[src/sv/tcw_pkg.sv]
`timescale 1ns / 1ps
`default_nettype none

package tcw_pkg;

    // Screen geometry
    localparam int COLUMNS  = 80;
    localparam int ROWS     = 25;
    localparam int CELLS    = COLUMNS * ROWS;
    localparam int TAB_STEP = 4;

    // Widths: derived from the geometry, or fixed
    localparam int ADDR_W = $clog2(CELLS);
    localparam int PTR_W  = $clog2(CELLS + 1);
    localparam int COL_W  = $clog2(COLUMNS + TAB_STEP);
    localparam int ROW_W  = $clog2(ROWS + 1);
    localparam int POS_W  = 11;
    localparam int IDX_W  = 11;
    localparam int CHAR_W = 8;
    localparam int ATTR_W = 8;
    localparam int CELL_W = ATTR_W + CHAR_W;

    // Character codes
    localparam logic [CHAR_W-1:0] CH_LF    = 8'h0A;
    localparam logic [CHAR_W-1:0] CH_CR    = 8'h0D;
    localparam logic [CHAR_W-1:0] CH_TAB   = 8'h09;
    localparam logic [CHAR_W-1:0] CH_BS    = 8'h08;
    localparam logic [CHAR_W-1:0] CH_BLANK = 8'h20;

    localparam logic [ATTR_W-1:0] COLOR_RESET = 8'h0F;

    typedef enum logic [1:0] {
        KIND_PUT   = 2'd0,
        KIND_CLEAR = 2'd1,
        KIND_READ  = 2'd2,
        KIND_NONE  = 2'd3
    } kind_t;

    typedef enum logic [2:0] {
        ST_INIT,
        ST_IDLE,
        ST_SCROLL,
        ST_FILL,
        ST_RESULT
    } state_t;

    typedef struct packed {
        logic              valid;
        logic [POS_W-1:0]  cursor_pos;
        logic [CELL_W-1:0] cell_data;
    } res_t;

endpackage

`default_nettype wire

[src/sv/tcw_ctrl.sv]
`timescale 1ns / 1ps
`default_nettype none

module tcw_ctrl
    import tcw_pkg::*;
(
    input  wire logic              clk,
    input  wire logic              rst_n,
    input  wire logic              in_valid,
    output logic                   in_ready,
    input  wire logic [1:0]        kind,
    input  wire logic [CHAR_W-1:0] char_code,
    input  wire logic [IDX_W-1:0]  cell_index,
    input  wire logic [ATTR_W-1:0] text_color,
    output logic                   ram_we,
    output logic [ADDR_W-1:0]      ram_waddr,
    output logic [CELL_W-1:0]      ram_wdata,
    output logic                   ram_re,
    output logic [ADDR_W-1:0]      ram_raddr,
    input  wire logic [CELL_W-1:0] ram_rdata,
    output res_t                   res,
    input  wire logic              res_ready
);

    localparam logic [ADDR_W-1:0] COLS_A     = ADDR_W'(COLUMNS);
    localparam logic [IDX_W:0]    CELLS_X    = (IDX_W + 1)'(CELLS);
    localparam logic [PTR_W-1:0]  PTR_LAST   = PTR_W'(CELLS - 1);
    localparam logic [PTR_W-1:0]  PTR_END    = PTR_W'(CELLS);
    localparam logic [PTR_W-1:0]  PTR_COLS   = PTR_W'(COLUMNS);
    localparam logic [PTR_W-1:0]  PTR_BOTTOM = PTR_W'(CELLS - COLUMNS);
    localparam logic [COL_W-1:0]  TAB_MASK   = ~COL_W'(TAB_STEP - 1);

    state_t              state_reg, state_next;
    logic [PTR_W-1:0]    ptr_reg, ptr_next;
    logic [COL_W-1:0]    col_reg, col_next;
    logic [ROW_W-1:0]    row_reg, row_next;
    logic                copy_vld_reg, copy_vld_next;
    logic [ADDR_W-1:0]   copy_addr_reg, copy_addr_next;
    logic                read_hit_reg, read_hit_next;

    // put decode
    logic [COL_W-1:0]    put_col;
    logic [ROW_W-1:0]    put_row;
    logic [COL_W-1:0]    put_wcol;
    logic [CHAR_W-1:0]   put_char;
    logic                put_we;
    logic                put_scroll;
    logic [ADDR_W-1:0]   put_addr;
    logic                read_in_range;

    always_comb
    begin
        put_col    = col_reg;
        put_row    = row_reg;
        put_wcol   = col_reg;
        put_char   = char_code;
        put_we     = 1'b0;
        put_scroll = 1'b0;
        case (char_code)
            CH_LF:
            begin
                put_col = '0;
                put_row = row_reg + ROW_W'(1);
            end
            CH_CR:
            begin
                put_col = '0;
            end
            CH_TAB:
            begin
                put_col = (col_reg + COL_W'(TAB_STEP)) & TAB_MASK;
            end
            CH_BS:
            begin
                if (col_reg != '0)
                begin
                    put_col  = col_reg - COL_W'(1);
                    put_wcol = col_reg - COL_W'(1);
                    put_char = CH_BLANK;
                    put_we   = 1'b1;
                end
            end
            default:
            begin
                put_col = col_reg + COL_W'(1);
                put_we  = 1'b1;
            end
        endcase
        // wrap at the row end, scroll at the bottom
        if (put_col >= COL_W'(COLUMNS))
        begin
            put_col = '0;
            put_row = put_row + ROW_W'(1);
        end
        if (put_row >= ROW_W'(ROWS))
        begin
            put_row    = ROW_W'(ROWS - 1);
            put_scroll = 1'b1;
        end
    end

    assign put_addr      = ADDR_W'(row_reg) * COLS_A + ADDR_W'(put_wcol);
    assign read_in_range = {1'b0, cell_index} < CELLS_X;

    always_ff @(posedge clk or negedge rst_n)
    begin
        if (!rst_n)
        begin
            state_reg    <= ST_INIT;
            ptr_reg      <= '0;
            col_reg      <= '0;
            row_reg      <= '0;
            copy_vld_reg <= 1'b0;
            read_hit_reg <= 1'b0;
        end
        else
        begin
            state_reg    <= state_next;
            ptr_reg      <= ptr_next;
            col_reg      <= col_next;
            row_reg      <= row_next;
            copy_vld_reg <= copy_vld_next;
            read_hit_reg <= read_hit_next;
        end
    end

    always_ff @(posedge clk)
    begin
        copy_addr_reg <= copy_addr_next;
    end

    always_comb
    begin
        state_next     = state_reg;
        ptr_next       = ptr_reg;
        col_next       = col_reg;
        row_next       = row_reg;
        copy_vld_next  = 1'b0;
        copy_addr_next = copy_addr_reg;
        read_hit_next  = read_hit_reg;
        in_ready       = 1'b0;
        ram_we         = 1'b0;
        ram_waddr      = ptr_reg[ADDR_W-1:0];
        ram_wdata      = {text_color, CH_BLANK};
        ram_re         = 1'b0;
        ram_raddr      = ptr_reg[ADDR_W-1:0];
        res.valid      = 1'b0;
        res.cursor_pos = POS_W'(ADDR_W'(row_reg) * COLS_A + ADDR_W'(col_reg));
        res.cell_data  = read_hit_reg ? ram_rdata : '0;

        case (state_reg)
            ST_INIT:
            begin
                ram_we    = 1'b1;
                ram_wdata = {COLOR_RESET, CH_BLANK};
                ptr_next  = ptr_reg + PTR_W'(1);
                if (ptr_reg == PTR_LAST)
                begin
                    state_next = ST_IDLE;
                end
            end
            ST_IDLE:
            begin
                in_ready = 1'b1;
                if (in_valid)
                begin
                    read_hit_next = 1'b0;
                    state_next    = ST_RESULT;
                    case (kind_t'(kind))
                        KIND_PUT:
                        begin
                            ram_we    = put_we;
                            ram_waddr = put_addr;
                            ram_wdata = {text_color, put_char};
                            col_next  = put_col;
                            row_next  = put_row;
                            if (put_scroll)
                            begin
                                ptr_next   = PTR_COLS;
                                state_next = ST_SCROLL;
                            end
                        end
                        KIND_CLEAR:
                        begin
                            col_next   = '0;
                            row_next   = '0;
                            ptr_next   = '0;
                            state_next = ST_FILL;
                        end
                        KIND_READ:
                        begin
                            ram_re        = read_in_range;
                            ram_raddr     = ADDR_W'(cell_index);
                            read_hit_next = read_in_range;
                        end
                        default:
                        begin
                            state_next = ST_RESULT;
                        end
                    endcase
                end
            end
            ST_SCROLL:
            begin
                // write back the cell read last cycle one row higher
                if (copy_vld_reg)
                begin
                    ram_we    = 1'b1;
                    ram_waddr = copy_addr_reg;
                    ram_wdata = ram_rdata;
                end
                if (ptr_reg != PTR_END)
                begin
                    ram_re         = 1'b1;
                    copy_vld_next  = 1'b1;
                    copy_addr_next = ADDR_W'(ptr_reg - PTR_COLS);
                    ptr_next       = ptr_reg + PTR_W'(1);
                end
                else
                begin
                    ptr_next   = PTR_BOTTOM;
                    state_next = ST_FILL;
                end
            end
            ST_FILL:
            begin
                ram_we   = 1'b1;
                ptr_next = ptr_reg + PTR_W'(1);
                if (ptr_reg == PTR_LAST)
                begin
                    state_next = ST_RESULT;
                end
            end
            ST_RESULT:
            begin
                res.valid = 1'b1;
                if (res_ready)
                begin
                    state_next = ST_IDLE;
                end
            end
            default:
            begin
                state_next = ST_INIT;
            end
        endcase
    end

    a_cursor_bounds: assert property (@(posedge clk) disable iff (!rst_n)
        (col_reg < COL_W'(COLUMNS)) && (row_reg < ROW_W'(ROWS)))
        else $error("cursor outside the screen");

    a_write_in_range: assert property (@(posedge clk) disable iff (!rst_n)
        ram_we |-> ({1'b0, ram_waddr} < (ADDR_W + 1)'(CELLS)))
        else $error("screen write outside the store");

    a_no_rw_collide: assert property (@(posedge clk) disable iff (!rst_n)
        (ram_we && ram_re) |-> (ram_waddr != ram_raddr))
        else $error("read and write of the same cell in one cycle");

    a_copy_in_scroll: assert property (@(posedge clk) disable iff (!rst_n)
        copy_vld_reg |-> (state_reg == ST_SCROLL))
        else $error("row copy pending outside a scroll");

endmodule

`default_nettype wire

[config.mk]
export PLATFORM = sky130hd
export DESIGN_NAME = tcw_ctrl
export DESIGN_NICKNAME = d
export VERILOG_FILES = /design/src/sv/tcw_pkg.sv /design/src/sv/tcw_ctrl.sv
export SDC_FILE = /design/constraint.sdc
export NUM_CORES = 1
export LEC_CHECK = 0
export BUFFER_PORTS_ARGS = -buffer_cell sky130_fd_sc_hd__buf_4
export CAP_MARGIN = 20
export CORE_ASPECT_RATIO = 1.5
export CORE_UTILIZATION = 53
export DETAILED_ROUTE_END_ITERATION = 16
export PLACE_DENSITY_LB_ADDON = 0.12
export SYNTH_ARGS = -nofsm -noshare
export SYNTH_HDL_FRONTEND = slang
export SYNTH_SLANG_ARGS = --single-unit
[constraint.sdc]
create_clock -name clk -period 4.2 [get_ports clk]
set_input_delay 0.63 -clock clk [delete_from_list [all_inputs] [get_ports clk]]
set_output_delay 0.63 -clock clk [all_outputs]
set_load 0.02 [all_outputs]
==> metrics.txt <==
GPL Wtd Cong 0.962; Crit Path Category in -> out; initial antenna violation count 0; post-synth net total 574; Final Hold Viols 0; Worst Tran Pin Value 0.878 ns; ys flop type dfrtp_1; FF-to-FF Start row_reg[0]; Reg clk slew, reported paths 0.09 ns; Post-Synthesis Cells 498; synth-to-layout area growth 24.7%; # port buffers 117; vias per cell 6.01; hold slack final 0.261 ns; initial core utilization 55.1%; cells on worst reg2reg path 12; I/O pins 118; Final Skew 0.00956 ns; Clock Sink Count 39; most used cell, CP buf_4; maximum clock path buffer count 2; crit-path max cell delay 0.41 ns; placed cells 684; crit path max fanout 5; post-synthesis cell type count 72; Worst slew margin 41.2%; DR iter-0 viols 340; routed wire length 11500 µm; number of global-route vias before repair 3963; total of max-cap violations 0; Yosys reg bits 39; GRT Residual Overflow 0; Crit. End Element output port; Final setup viols 0; Cell Pwr Density 631 nW/µm²; most common cell after layout, fill and taps aside buf_4; Startpoint Class input pin; Max H-tree Level 2; Final Max Slew Viols 0; CTS tree done; Die H 109 µm; worst skew pair latency 0.30 ns; status completed; reg2reg end ptr_reg[7]; row count 38; Via Count 4172; fin crit share 97.5%; hpwl dp 8990 µm; Fillers 666; final std cells w/o fill 694; setup tns final 0 ns; crit path buf inv count 3; Avg Inst Size Synth 8.11 µm²; fin worst setup slack 0.103 ns; Final Net Count 669; Worst EP arrival 3.47 ns; sequential area share after synthesis 25.5%; crit-path leading delay family simple AND/OR/NAND/NOR gates; leakage power 2.30 nW; CP Data Required Time 3.57 ns; GRT Total Usage 29.5%; pin count of the biggest net entering global routing 29; most frequent cells in the layout buf_4, o21ai_0, nand2_1; number of synthesized flops with an enable pin 11; CTS Buf Count 5; fraction of registers with async set/reset 71.8%; slowest CP cell or3_4; Setup WS pre-CTS 0.0752 ns; antenna cell count 0; wire per inst 16.6 µm; total die area 7980 µm²; CORE AREA 7320 µm²; clk root buf clkbuf_8; DRT antenna net count 0; Die Wd 73.3 µm; drt drc 0; fmax 244 MHz; share of cells above drive strength 1 26.4%; first-pass GRT wire length 18600 µm; Tot Pwr 3.18 mW; mapped cell area 4040 µm²; Ys Warns 0; CTS Hold Buffers Added 0; CP cell instances buf_4 > or3_4 > nor4_4 > nand3_2 > nor3_2 > a21o_1 > ha_1 > inv_1 > fa_1 > nor2b_1 > o21ai_1 > xor2_1 > nor2_1 > a221o_1 > buf_4; Register-to-Register Setup Slack 0.70 ns; TritonRoute pass-1 iters 5; Hold WC Path Type in -> async; VDD IR-drop max 0.000573 V; clock period minus worst slack 4.10 ns
## final cells by class
class / instances / area (µm²) / area share (%)
clock buffers: 5 / 68.8 / 1.37
well taps: 100 / 125 / 2.49
inverters: 30 / 113 / 2.24
multi-input cells: 392 / 2740 / 54.3
repair buffers: 125 / 938 / 18.6
flip-flops and latches: 39 / 1030 / 20.5
clock inverters: 3 / 23.8 / 0.472
## synthesized netlist by cell type, types with 4 or more instances
| master | n | area, µm² |
|---|---|---|
| o21ai_0 | 46 | 230 |
| nand2_1 | 40 | 150 |
| nor2_1 | 36 | 135 |
| inv_1 | 30 | 113 |
| dfrtp_1 | 28 | 701 |
| clkbuf_1 | 27 | 101 |
| ha_1 | 24 | 300 |
| a21oi_1 | 20 | 100 |
| xnor2_1 | 19 | 166 |
| and2_1 | 18 | 113 |
| nand3_1 | 18 | 90.1 |
| mux2_2 | 12 | 135 |
| edfxtp_1 | 11 | 330 |
| nor3_1 | 11 | 55.1 |
| xor2_1 | 11 | 96.3 |
| and3_1 | 9 | 56.3 |
| a22o_1 | 8 | 70.1 |
| a22oi_1 | 7 | 52.6 |
| o22ai_1 | 7 | 43.8 |
| o31ai_1 | 7 | 52.6 |
| a21o_1 | 6 | 45.0 |
| nand2b_1 | 6 | 37.5 |
| nand4_1 | 6 | 37.5 |
| mux2i_1 | 5 | 50.1 |
| nor2b_1 | 5 | 31.3 |
| or3_1 | 5 | 31.3 |
| buf_4 | 4 | 30.0 |
| nand3b_1 | 4 | 30.0 |
| o22a_1 | 4 | 35.0 |
## worst register-to-register path: stages, from the launching register on
cell	delay, ns
dfrtp_1	0.58
ha_1	0.43
nand2_1	0.06
o21ai_0	0.13
ha_1	0.29
inv_1	0.07
a2111oi_0	0.41
a311o_1	0.22
and2_1	0.19
o211ai_4	0.11
a311oi_2	0.39
nor2_2	0.18
a211o_1	0.32
## metrics by stage
| stage | utilization (%) | area, µm² |
|---|---|---|
| after floorplan | - | 4040 |
| after global placement | 67.2 | 4920 |
| after detailed placement | 67.2 | 4920 |
| after CTS | 68.5 | 5010 |
| after global routing | 68.8 | 5030 |
| final | 68.8 | 5030 |
## how the worst max path moves through the flow
stage / start / to / cells past startpoint
final: char_code[2] / ram_waddr[8] / 15
after floorplan: char_code[2] / ram_waddr[10] / 13
after global placement: char_code[2] / ram_waddr[8] / 15
after global routing: char_code[2] / ram_waddr[8] / 15
after CTS: char_code[2] / ram_waddr[8] / 15
after detailed placement: char_code[2] / ram_waddr[8] / 15
## timing repair
| item | CTS | global route |
|---|---|---|
| resized for setup | 0 | 2 |
| endpoints found under the setup margin | 0 | 2 |
| buffers inserted | 0 | 2 |
## logic make-up after synthesis
family          share of synthesized area [%]
simple gates                             21.9
compound gates                           25.7
buf+inv                                  6.85
flops                                    25.5
xor+xnor                                 6.51
fa+ha+maj                                8.92
mux                                      4.59
## where the power goes
part / total, mW / internal [mW] / leakage [nW] / switching [mW]
clock: 0.272 / 0.119 / 0.0408 / 0.153
combinational: 2.09 / 0.876 / 1.79 / 1.21
sequential: 0.818 / 0.557 / 0.463 / 0.261
total: 3.18 / 1.55 / 2.30 / 1.62
## layer usage
layer / part of all wire [%] / vias up / track usage [%]
li1: - / 1999 / -
met4: 2.1 / 0 / 8.82
met3: 3.7 / 20 / 3.14
met2: 53 / 141 / 53.8
met1: 41 / 2012 / 36.0
met5: 0 / - / 0
No activity file was read; power rests on OpenSTA's default activity.
